`src/rtl/ddcrc_pkg.sv`:
```
// shared constants, codes and types of the ddc/ci reply checker
package ddcrc_pkg;

   // default store depth and frame limits
   localparam int MAX_FRAME_BYTES_DEF = 38;
   localparam int MAX_FRAGMENT_DATA   = 35;
   localparam int VCP_REPLY_BYTES     = 11;
   // payload length width, covers the largest fragment data length less three
   localparam int PLEN_W              = 7;
   // store index of the first capabilities payload byte
   localparam int PAYLOAD_BASE        = 5;

   // frame byte values
   localparam logic [7:0] REPLY_SRC    = 8'h6E;
   localparam logic [7:0] VCP_LEN_BYTE = 8'h88;
   localparam logic [7:0] VCP_CMD      = 8'h02;
   localparam logic [7:0] CAP_CMD      = 8'hE3;
   localparam logic [7:0] XOR_SEED     = 8'h50;

   // expected frame kind
   localparam logic OP_VCP  = 1'b0;
   localparam logic OP_CAPS = 1'b1;

   // result status codes
   localparam logic [2:0] ST_OK        = 3'd0;
   localparam logic [2:0] ST_LENGTH    = 3'd1;
   localparam logic [2:0] ST_SOURCE    = 3'd2;
   localparam logic [2:0] ST_COMMAND   = 3'd3;
   localparam logic [2:0] ST_RESULT    = 3'd4;
   localparam logic [2:0] ST_VCP       = 3'd5;
   localparam logic [2:0] ST_CHECKSUM  = 3'd6;
   localparam logic [2:0] ST_MALFORMED = 3'd7;

   // header bytes captured as they arrive
   typedef struct packed {
      logic [7:0] src;      // byte 0
      logic [7:0] len;      // byte 1
      logic [7:0] cmd;      // byte 2
      logic [7:0] rc;       // byte 3
      logic [7:0] code;     // byte 4
      logic [7:0] max_hi;   // byte 6
      logic [7:0] max_lo;   // byte 7
      logic [7:0] cur_hi;   // byte 8
      logic [7:0] cur_lo;   // byte 9
   } hdr_type;

   // frame totals latched with the final byte
   typedef struct packed {
      logic        op;
      logic [7:0]  n;
      logic        over;
      logic [7:0]  xr;
      logic [7:0]  chk;
      logic [7:0]  rvcp;
      logic [15:0] roff;
   } frame_type;

   // judgement of one frame
   typedef struct packed {
      logic [2:0]        status;
      logic [7:0]        vcp;
      logic [15:0]       max;
      logic [15:0]       cur;
      logic [15:0]       off;
      logic [PLEN_W-1:0] plen;
      logic              more;
   } verdict_type;

endpackage

```
`src/rtl/ddcrc_judge.sv`:
```
// frame checks and summary fields for get-vcp and capabilities replies
module ddcrc_judge
   import ddcrc_pkg::*;
#(
   parameter int MAX_FRAME_BYTES = MAX_FRAME_BYTES_DEF
) (
   input  hdr_type     hdr,
   input  frame_type   frm,
   output verdict_type vrd
);

   logic [6:0]  dlen;
   logic [7:0]  decl;
   logic [15:0] off;
   logic        cap_len_bad;

   // declared capabilities size and offset
   assign dlen = hdr.len[6:0];
   assign decl = {1'b0, dlen} + 8'd3;
   assign off  = {hdr.rc, hdr.code};
   assign cap_len_bad = (dlen < 7'd3) || (dlen > 7'(MAX_FRAGMENT_DATA)) ||
                        (decl != frm.n) || (decl > 8'(MAX_FRAME_BYTES));

   // checks in priority order
   always_comb begin
      vrd = '0;
      if (frm.op == OP_VCP) begin
         if (frm.over || (frm.n != 8'(VCP_REPLY_BYTES))) begin
            vrd.status = ST_LENGTH;
         end else if ((hdr.src != REPLY_SRC) || (hdr.len != VCP_LEN_BYTE)) begin
            vrd.status = ST_SOURCE;
         end else if (hdr.cmd != VCP_CMD) begin
            vrd.status = ST_COMMAND;
         end else if (hdr.rc != 8'd0) begin
            vrd.status = ST_RESULT;
         end else if (hdr.code != frm.rvcp) begin
            vrd.status = ST_VCP;
         end else if (frm.xr != frm.chk) begin
            vrd.status = ST_CHECKSUM;
         end else begin
            vrd.status = ST_OK;
            vrd.vcp    = hdr.code;
            vrd.max    = {hdr.max_hi, hdr.max_lo};
            vrd.cur    = {hdr.cur_hi, hdr.cur_lo};
         end
      end else begin
         if (frm.over || (frm.n < 8'd2)) begin
            vrd.status = ST_MALFORMED;
         end else if ((hdr.src != REPLY_SRC) || !hdr.len[7]) begin
            vrd.status = ST_MALFORMED;
         end else if (cap_len_bad) begin
            vrd.status = ST_MALFORMED;
         end else if (hdr.cmd != CAP_CMD) begin
            vrd.status = ST_MALFORMED;
         end else if (frm.xr != frm.chk) begin
            vrd.status = ST_CHECKSUM;
         end else if (off != frm.roff) begin
            vrd.status = ST_MALFORMED;
         end else begin
            vrd.status = ST_OK;
            vrd.off    = off;
            vrd.plen   = PLEN_W'(dlen - 7'd3);
            vrd.more   = (dlen != 7'd3);
         end
      end
   end

endmodule

```
`config.mk`:
```
export PLATFORM = sky130hd
export DESIGN_NAME = ddcrc_judge
export DESIGN_NICKNAME = d
export VERILOG_FILES = /design/src/rtl/ddcrc_pkg.sv /design/src/rtl/ddcrc_judge.sv
export SDC_FILE = /design/constraint.sdc
export NUM_CORES = 1
export LEC_CHECK = 0
export BUFFER_PORTS_ARGS = -buffer_cell sky130_fd_sc_hd__buf_2
export CORE_AREA = 2 2 73 75
export DETAILED_ROUTE_END_ITERATION = 8
export DIE_AREA = 0 0 75 77
export PLACE_DENSITY = 0.77
export SYNTH_ARGS = -nofsm -noshare
export SYNTH_HDL_FRONTEND = slang
export SYNTH_SLANG_ARGS = --single-unit
```
`constraint.sdc`:
```
create_clock -name vclk -period 5.03
set_input_delay 0.2515 -clock vclk [all_inputs]
set_output_delay 0.2515 -clock vclk [all_outputs]
set_load 0.005 [all_outputs]
```
==> run_results.csv, run 1 <==
group,metric,value,unit
status,status,"finished clean",
yosys,yosysMostFrequentCell,"and2_1",
placed_design,io_buffers,189,
setup_path,arrival,3070,ps
routing,first_iter_violations,37,
grt,grt_overflow_total,0,
setup_path,cp-end-kind,"output pin",
run,drv_cap,0,
yosys,synth.net_count,341,
setup_path,cp_max_fo,40,
yosys,yosysUniqueCellTypes,45,
cells_and_area,drive_above_1_share,0.496,
yosys,synthesis.area,0.00148,mm2
floorplan,start_util,0.296,
floorplan,coreArea,0.00498,mm2
timing,hold_ws,773,ps
timing,hold_violations,0,
timing,rsz0062_at_grt,"false",
grt,first_global_vias,2036,
grt,grt_max_degree,41,
cells_and_area,seq_area,0,um2
power_and_ir_drop,powerDensity,50.4,mW/mm2
cells_and_area,fin_util,0.490,
yosys,synthesis.instances,216,
timing,clock.fmax,0.301,GHz
cells_and_area,nClkBuffers,0,
floorplan,io_pins,189,
cells_and_area,nets,520,
timing,finalCriticalPeriod,3320,ps
power_and_ir_drop,total_power,123,uW
power_and_ir_drop,ir_drop,0.0000331,V
floorplan,die_w,75,um
power_and_ir_drop,power_leakage,1.42,nW
timing,maxSlewHeadroom,0.309,
timing,finalSetupViolCount,0,
routing,viasPerCell,4.73,
yosys,ys_seq_area_frac,0,
routing,first_pass_iters,4,
routing,vias,2195,
cells_and_area,fill_cells,520,
placed_design,post-dp-hpwl,5810,um
timing,slew_viol_final,0,
clock_tree,postCtsResizedCells,0,
timing,setup_tns,0,ps
yosys,synthTopCellsByArea,"and2_1 (27%), xor2_1 (17%), xnor2_1 (8.3%), nor4_1 (4.7%), nand4_1 (3.0%)",
grt,grt_pass1_wl,9670,um
floorplan,die_height,77,um
setup_path,cp_data_required_time,4780,ps
yosys,synthTopCellsByCount,"and2_1 (63), xor2_1 (29), xnor2_1 (14), nor4_1 (11), nor2_1 (10)",
yosys,yosys.area.top_type,"and2_1",
floorplan,placementRows,26,
yosys,synth.top_cell.area_share,0.267,
yosys,synth.avg_cell_area,6.83,um2
routing,drc,0,
worst_hold_path,hp-class,"input port to output pin",
routing,wire_per_inst,14.3,um
placed_design,globalplace.congestion,0.886,
setup_path,cp-start-kind,"input port",
grt,grt_antenna_before_repair,1,
timing,fin_crit_sh,0.660,
cells_and_area,syn_to_final_growth,65.5,%
clock_tree,cts_hold_buf,0,
routing,finalWirelength,6620,um
yosys,yosys_warnings,0,
floorplan,die_area,0.00578,mm2
grt,grtUsageTotal,0.209,
routing,drtAntennaViolNets,0,
timing,tightest_slew,1030,ps
clock_tree,cts_setup_buffers,0,
cells_and_area,seq_cell_count,0,
setup_path,worst-setup-path-type,"input port to output pin",
==> layout by cell type, fill, tap and decap left out, types with 2 or more instances in the layout <==
cell type and n:
buf_2 189, and2_1 63, xor2_1 29, xnor2_1 14
nor4_1 11, nor2_1 10, inv_1 7, a21oi_1 7
nand4_1 7, o21ai_0 5, nor3_1 5, or4_1 4
nand3_1 4, nand2_1 4, ha_1 3, nor2b_1 2
and3_1 2, nor4b_1 2
==> routing by layer <==
layer,GRT usage,part of all wire,vias up
li1,-,-,1100
met2,0.365,0.47,97
met4,0.00357,0,0
met3,0.0342,0.091,0
met5,0,0,-
met1,0.282,0.44,998
==> worst paths after layout <==
kind	start	end	slack (ps)	cells after the start
worst min-delay path	hdr[8]	vrd[32]	770	3
worst max-delay path	hdr[56]	vrd[60]	1710	10
==> per-stage QoR <==
stage                     instance area [um2]  worst slack (ps)  std cells
final                                    2440              1710        464
after global routing                     2440              1390        464
after CTS                                2440              1720        463
after detailed placement                 2440              1720        463
after global placement                   2440              1900        463
after floorplan                          1480              2440        216
==> area by class of cell <==
| cell class | count | area (um2) | share of cell area |
|---|---|---|---|
| multi-input combinational | 196 | 1380 | 0.563 |
| timing repair buffer | 189 | 946 | 0.387 |
| tap | 70 | 87.6 | 0.0359 |
| inverter | 8 | 30.0 | 0.0123 |
| antenna | 1 | 2.50 | 0.00103 |
==> logic make-up (layout without fill, tap and decap cells) <==
logic type	count (synthesis)	count (layout)	synth area share
XOR/XNOR	43	43	0.255
buffers and inverters	20	197	0.0721
AND/OR/NAND/NOR	124	124	0.522
adder cells (fa/ha/maj)	3	3	0.0254
other	0	1	0
AO/OA/AOI/OAI	26	26	0.126
==> worst max-delay path, stage by stage <==
cell and delay [ps]:
buf_2 150, inv_1 120, ha_1 330, nand2b_1 110
or4b_1 510, nor3_1 200, nand2_1 150, nor3_4 870
and2_1 260, buf_2 120
==> power by group <==
part / switching [mW] / internal, mW / total [mW]
combinational: 0.0586 / 0.0645 / 0.123
sequential: 0 / 0 / 0
clock: 0 / 0.0000000266 / 0.0000000266
No activity file was read; power rests on OpenSTA's default activity.
==> run 2, diff against run 1 <==
clock period = 3.06 ns   (was 5.03 ns; I/O delays follow)
==> run 2 against run 1 <==
Final cell count unchanged. Critical path depth unchanged. Via count decreased by 1.4%. Critical path type unchanged. Sequential share of layout area unchanged. Clock-buffer cell count unchanged. First-iteration DRC count increased by 68%. Die area unchanged. Flip-flop and latch count unchanged. Wire length about the same. Global-route usage increased by 0.61 points.
==> run_results.csv, run 2 (synthesis gave the netlist of run 1 again) <==
group,metric,value,unit
timing,hold_ws,572,ps
placed_design,io_buffers,189,
setup_path,cp_data_required_time,2910,ps
power_and_ir_drop,ir_drop,0.0000531,V
grt,use_met2,0.355,
floorplan,die_height,77,um
setup_path,arrival,2600,ps
cells_and_area,nets,521,
grt,grt_use_met1,0.304,
setup_path,cp-start-kind,"input port",
floorplan,start_util,0.296,
clock_tree,postCtsResizedCells,0,
routing,first_iter_violations,62,
routing,finalWirelength,6620,um
setup_path,worst-setup-path-type,"input port to output pin",
placed_design,globalplace.congestion,0.895,
grt,busiest_layer,"met2",
grt,grtUsageTotal,0.216,
cells_and_area,seq_cell_count,0,
clock_tree,cts_hold_buf,0,
placed_design,post-dp-hpwl,5720,um
grt,grt_pass1_wl,9940,um
clock_tree,cts_setup_buffers,0,
timing,setup_tns,0,ps
routing,drtAntennaViolNets,0,
floorplan,placementRows,26,
run,drv_cap,0,
floorplan,coreArea,0.00498,mm2
routing,first_pass_iters,4,
routing,viasPerCell,4.66,
cells_and_area,drive_above_1_share,0.497,
worst_hold_path,hp-class,"input port to output pin",
power_and_ir_drop,power_leakage,1.42,nW
power_and_ir_drop,powerDensity,83.2,mW/mm2
grt,grt_max_degree,41,
routing,vias,2164,
cells_and_area,syn_to_final_growth,65.8,%
timing,hold_violations,0,
cells_and_area,seq_area,0,um2
grt,grt_antenna_before_repair,1,
timing,maxSlewHeadroom,0.615,
setup_path,cp-end-kind,"output pin",
timing,fin_crit_sh,0.900,
timing,clock.fmax,0.363,GHz
floorplan,die_area,0.00578,mm2
routing,wire_per_inst,14.3,um
status,status,"finished clean",
cells_and_area,mostFrequentLayoutCells,"buf_2 (189), and2_1 (63), xor2_1 (29)",
cells_and_area,antenna_cells,0,
floorplan,die_w,75,um
routing,drc,0,
timing,finalSetupViolCount,0,
floorplan,io_pins,189,
timing,rsz0062_at_grt,"false",
setup_path,cp_max_fo,24,
cells_and_area,fin_util,0.491,
timing,tightest_slew,570,ps
grt,first_global_vias,2052,
timing,slew_viol_final,0,
grt,use_met3,0.0263,
cells_and_area,nClkBuffers,0,
grt,grt_overflow_total,0,
timing,finalCriticalPeriod,2750,ps
cells_and_area,layout_commonest_cell,"buf_2",
run 2: cell types whose count changed in the layout (fill, tap and decap cells not counted):
| cell | delta |
|---|---|
| buf_4 | +1 |
| diode_2 | -1 |
run 2: final timing paths:
check	startpoint	endpoint	slack, ps	cells after the start
min	hdr[20]	vrd[44]	570	3
max	hdr[56]	vrd[4]	310	10
run 2: area by class of cell:
type                            instances  area [um2]
Fill cell                             509        2530
Multi-Input combinational cell        196        1380
Timing Repair Buffer                  190         953
Tap cell                               70        87.6
Inverter                                8        30.0
run 2: power breakdown:
| group | switching [mW] | internal [mW] |
|---|---|---|
| clock network | 0 | 0 |
| registers | 0 | 0 |
| logic | 0.0975 | 0.106 |
| total | 0.0975 | 0.106 |
run 2: metal layers:
layer / wire length [um] / vias up
met3: 641 / 8
met2: 2900 / 113
met1: 3010 / 940
li1: - / 1101
met4: 65 / 2
met5: 13 / -
run 2: metrics by stage:
step,cells,worst slack (ps),power [mW],area (um2)
4_1_cts,464,327,0.203,2450
3_3_place_gp,464,459,0.200,2450
2_1_floorplan,216,667,0.0885,1480
3_5_place_dp,464,333,0.202,2450
5_1_grt,464,120,0.225,2450
6_report,464,306,0.203,2450
run 2: worst max-delay path, stage by stage:
cell and delay, ps:
buf_2 180, inv_1 120, ha_1 320, nand2b_4 190
or4_1 510, o311a_1 150, a211oi_2 270, and4_4 420
and2_1 180, buf_2 110
==> run 3, diff against run 2 <==
clock period = 2.98 ns   (was 3.06 ns; I/O delays follow)
==> run 3 against run 2 <==
Via count increased by 1.1%. Non-clock buffer count unchanged. Global-route usage decreased by 1.4 points. Final cell count unchanged. Critical path depth unchanged. Flip-flop and latch count unchanged. Largest power group unchanged.
==> run_results.csv, run 3 (synthesis gave the netlist of run 1 again) <==
group,metric,value,unit
setup_path,arrival,2540,ps
timing,fin_crit_sh,0.903,
setup_path,cp_data_required_time,2830,ps
cells_and_area,syn_to_final_growth,65.8,%
cells_and_area,layout_commonest_cell,"buf_2",
run,drv_cap,0,
cells_and_area,final_cell_area,0.00245,mm2
routing,drc,0,
floorplan,start_util,0.296,
floorplan,die_area,0.00578,mm2
grt,grtUsageTotal,0.202,
timing,maxSlewHeadroom,0.687,
cells_and_area,seq_area,0,um2
floorplan,die_w,75,um
routing,first_iter_violations,47,
routing,finalWirelength,6660,um
timing,tightest_slew,463,ps
worst_hold_path,hp-class,"input port to output pin",
timing,finalCriticalPeriod,2690,ps
power_and_ir_drop,powerDensity,85.9,mW/mm2
cells_and_area,seq_cell_count,0,
cells_and_area,antenna_cells,0,
floorplan,coreArea,0.00498,mm2
routing,drtAntennaViolNets,0,
grt,grt_overflow_total,0,
timing,clock.fmax,0.371,GHz
grt,grt_pass1_wl,9270,um
grt,busiest_layer,"met2",
setup_path,cp-end-kind,"output pin",
cells_and_area,fill_cells,506,
grt,use_met3,0.0223,
placed_design,io_buffers,189,
routing,vias,2187,
grt,grt_antenna_before_repair,1,
placed_design,globalplace.congestion,0.914,
clock_tree,postCtsResizedCells,0,
floorplan,io_pins,189,
power_and_ir_drop,power_leakage,1.42,nW
floorplan,die_height,77,um
timing,finalSetupViolCount,0,
status,status,"finished clean",
power_and_ir_drop,ir_drop,0.0000529,V
routing,wire_per_inst,14.4,um
cells_and_area,drive_above_1_share,0.497,
placed_design,placed_area,0.00245,mm2
grt,use_met2,0.351,
cells_and_area,nClkBuffers,0,
setup_path,cp_max_fo,24,
cells_and_area,mostFrequentLayoutCells,"buf_2 (189), and2_1 (63), xor2_1 (29)",
placed_design,post-dp-hpwl,5790,um
timing,rsz0062_at_grt,"false",
clock_tree,cts_setup_buffers,0,
placed_design,dp_slack,300,ps
timing,hold_violations,0,
grt,grt_use_met1,0.280,
cells_and_area,nets,521,
routing,first_pass_iters,4,
setup_path,worst-setup-path-type,"input port to output pin",
routing,viasPerCell,4.71,
clock_tree,cts_hold_buf,0,
grt,grt_max_degree,41,
grt,first_global_vias,1906,
setup_path,cp-start-kind,"input port",
timing,slew_viol_final,0,
timing,setup_tns,0,ps
timing,finalWorstSetupSlack,288,ps
floorplan,placementRows,26,
run 3: cell counts in the layout (fill, tap and decap cells not counted):
No cell type changed its count.
run 3: metrics by stage:
| step | total power, mW | instances | hold slack [ps] | util |
|---|---|---|---|---|
| after floorplan | 0.0909 | 216 | 408 | - |
| after global placement | 0.206 | 464 | 565 | 0.491 |
| after detailed placement | 0.208 | 464 | 564 | 0.491 |
| after CTS | 0.209 | 464 | 564 | 0.491 |
| after global routing | 0.228 | 464 | 580 | 0.491 |
| final | 0.210 | 464 | 562 | 0.491 |
run 3: cell type report:
class	count	area [um2]	area share
multi-input cells	196	1380	0.562
well taps	70	87.6	0.0358
inverters	8	30.0	0.0123
repair buffers	190	953	0.390
run 3: per-layer routing:
metal | routed length [um] | vias to the layer above
met1 | 2960 | 965
met2 | 3070 | 114
met3 | 618 | 2
met5 | 13 | -
li1 | - | 1104
met4 | 4 | 2
run 3: path summary, 6_finish.rpt:
path | to | slack [ps] | from | cells past startpoint
setup / recovery | vrd[4] | 290 | hdr[56] | 10
hold / removal | vrd[41] | 560 | hdr[17] | 3
run 3: where the power goes:
part           total, mW  switching [mW]  leakage (nW)  internal (mW)
Combinational      0.210           0.101          1.42          0.109
Sequential             0               0             0              0
Clock                  0               0             0              0
Total              0.210           0.101          1.42          0.109
run 3: worst max-delay path: stages:
cell and delay (ps):
buf_2 170, inv_1 110, ha_1 300, nand2b_4 190
or4_1 500, o311a_1 150, a211oi_2 270, and4_4 420
and2_1 170, buf_2 110
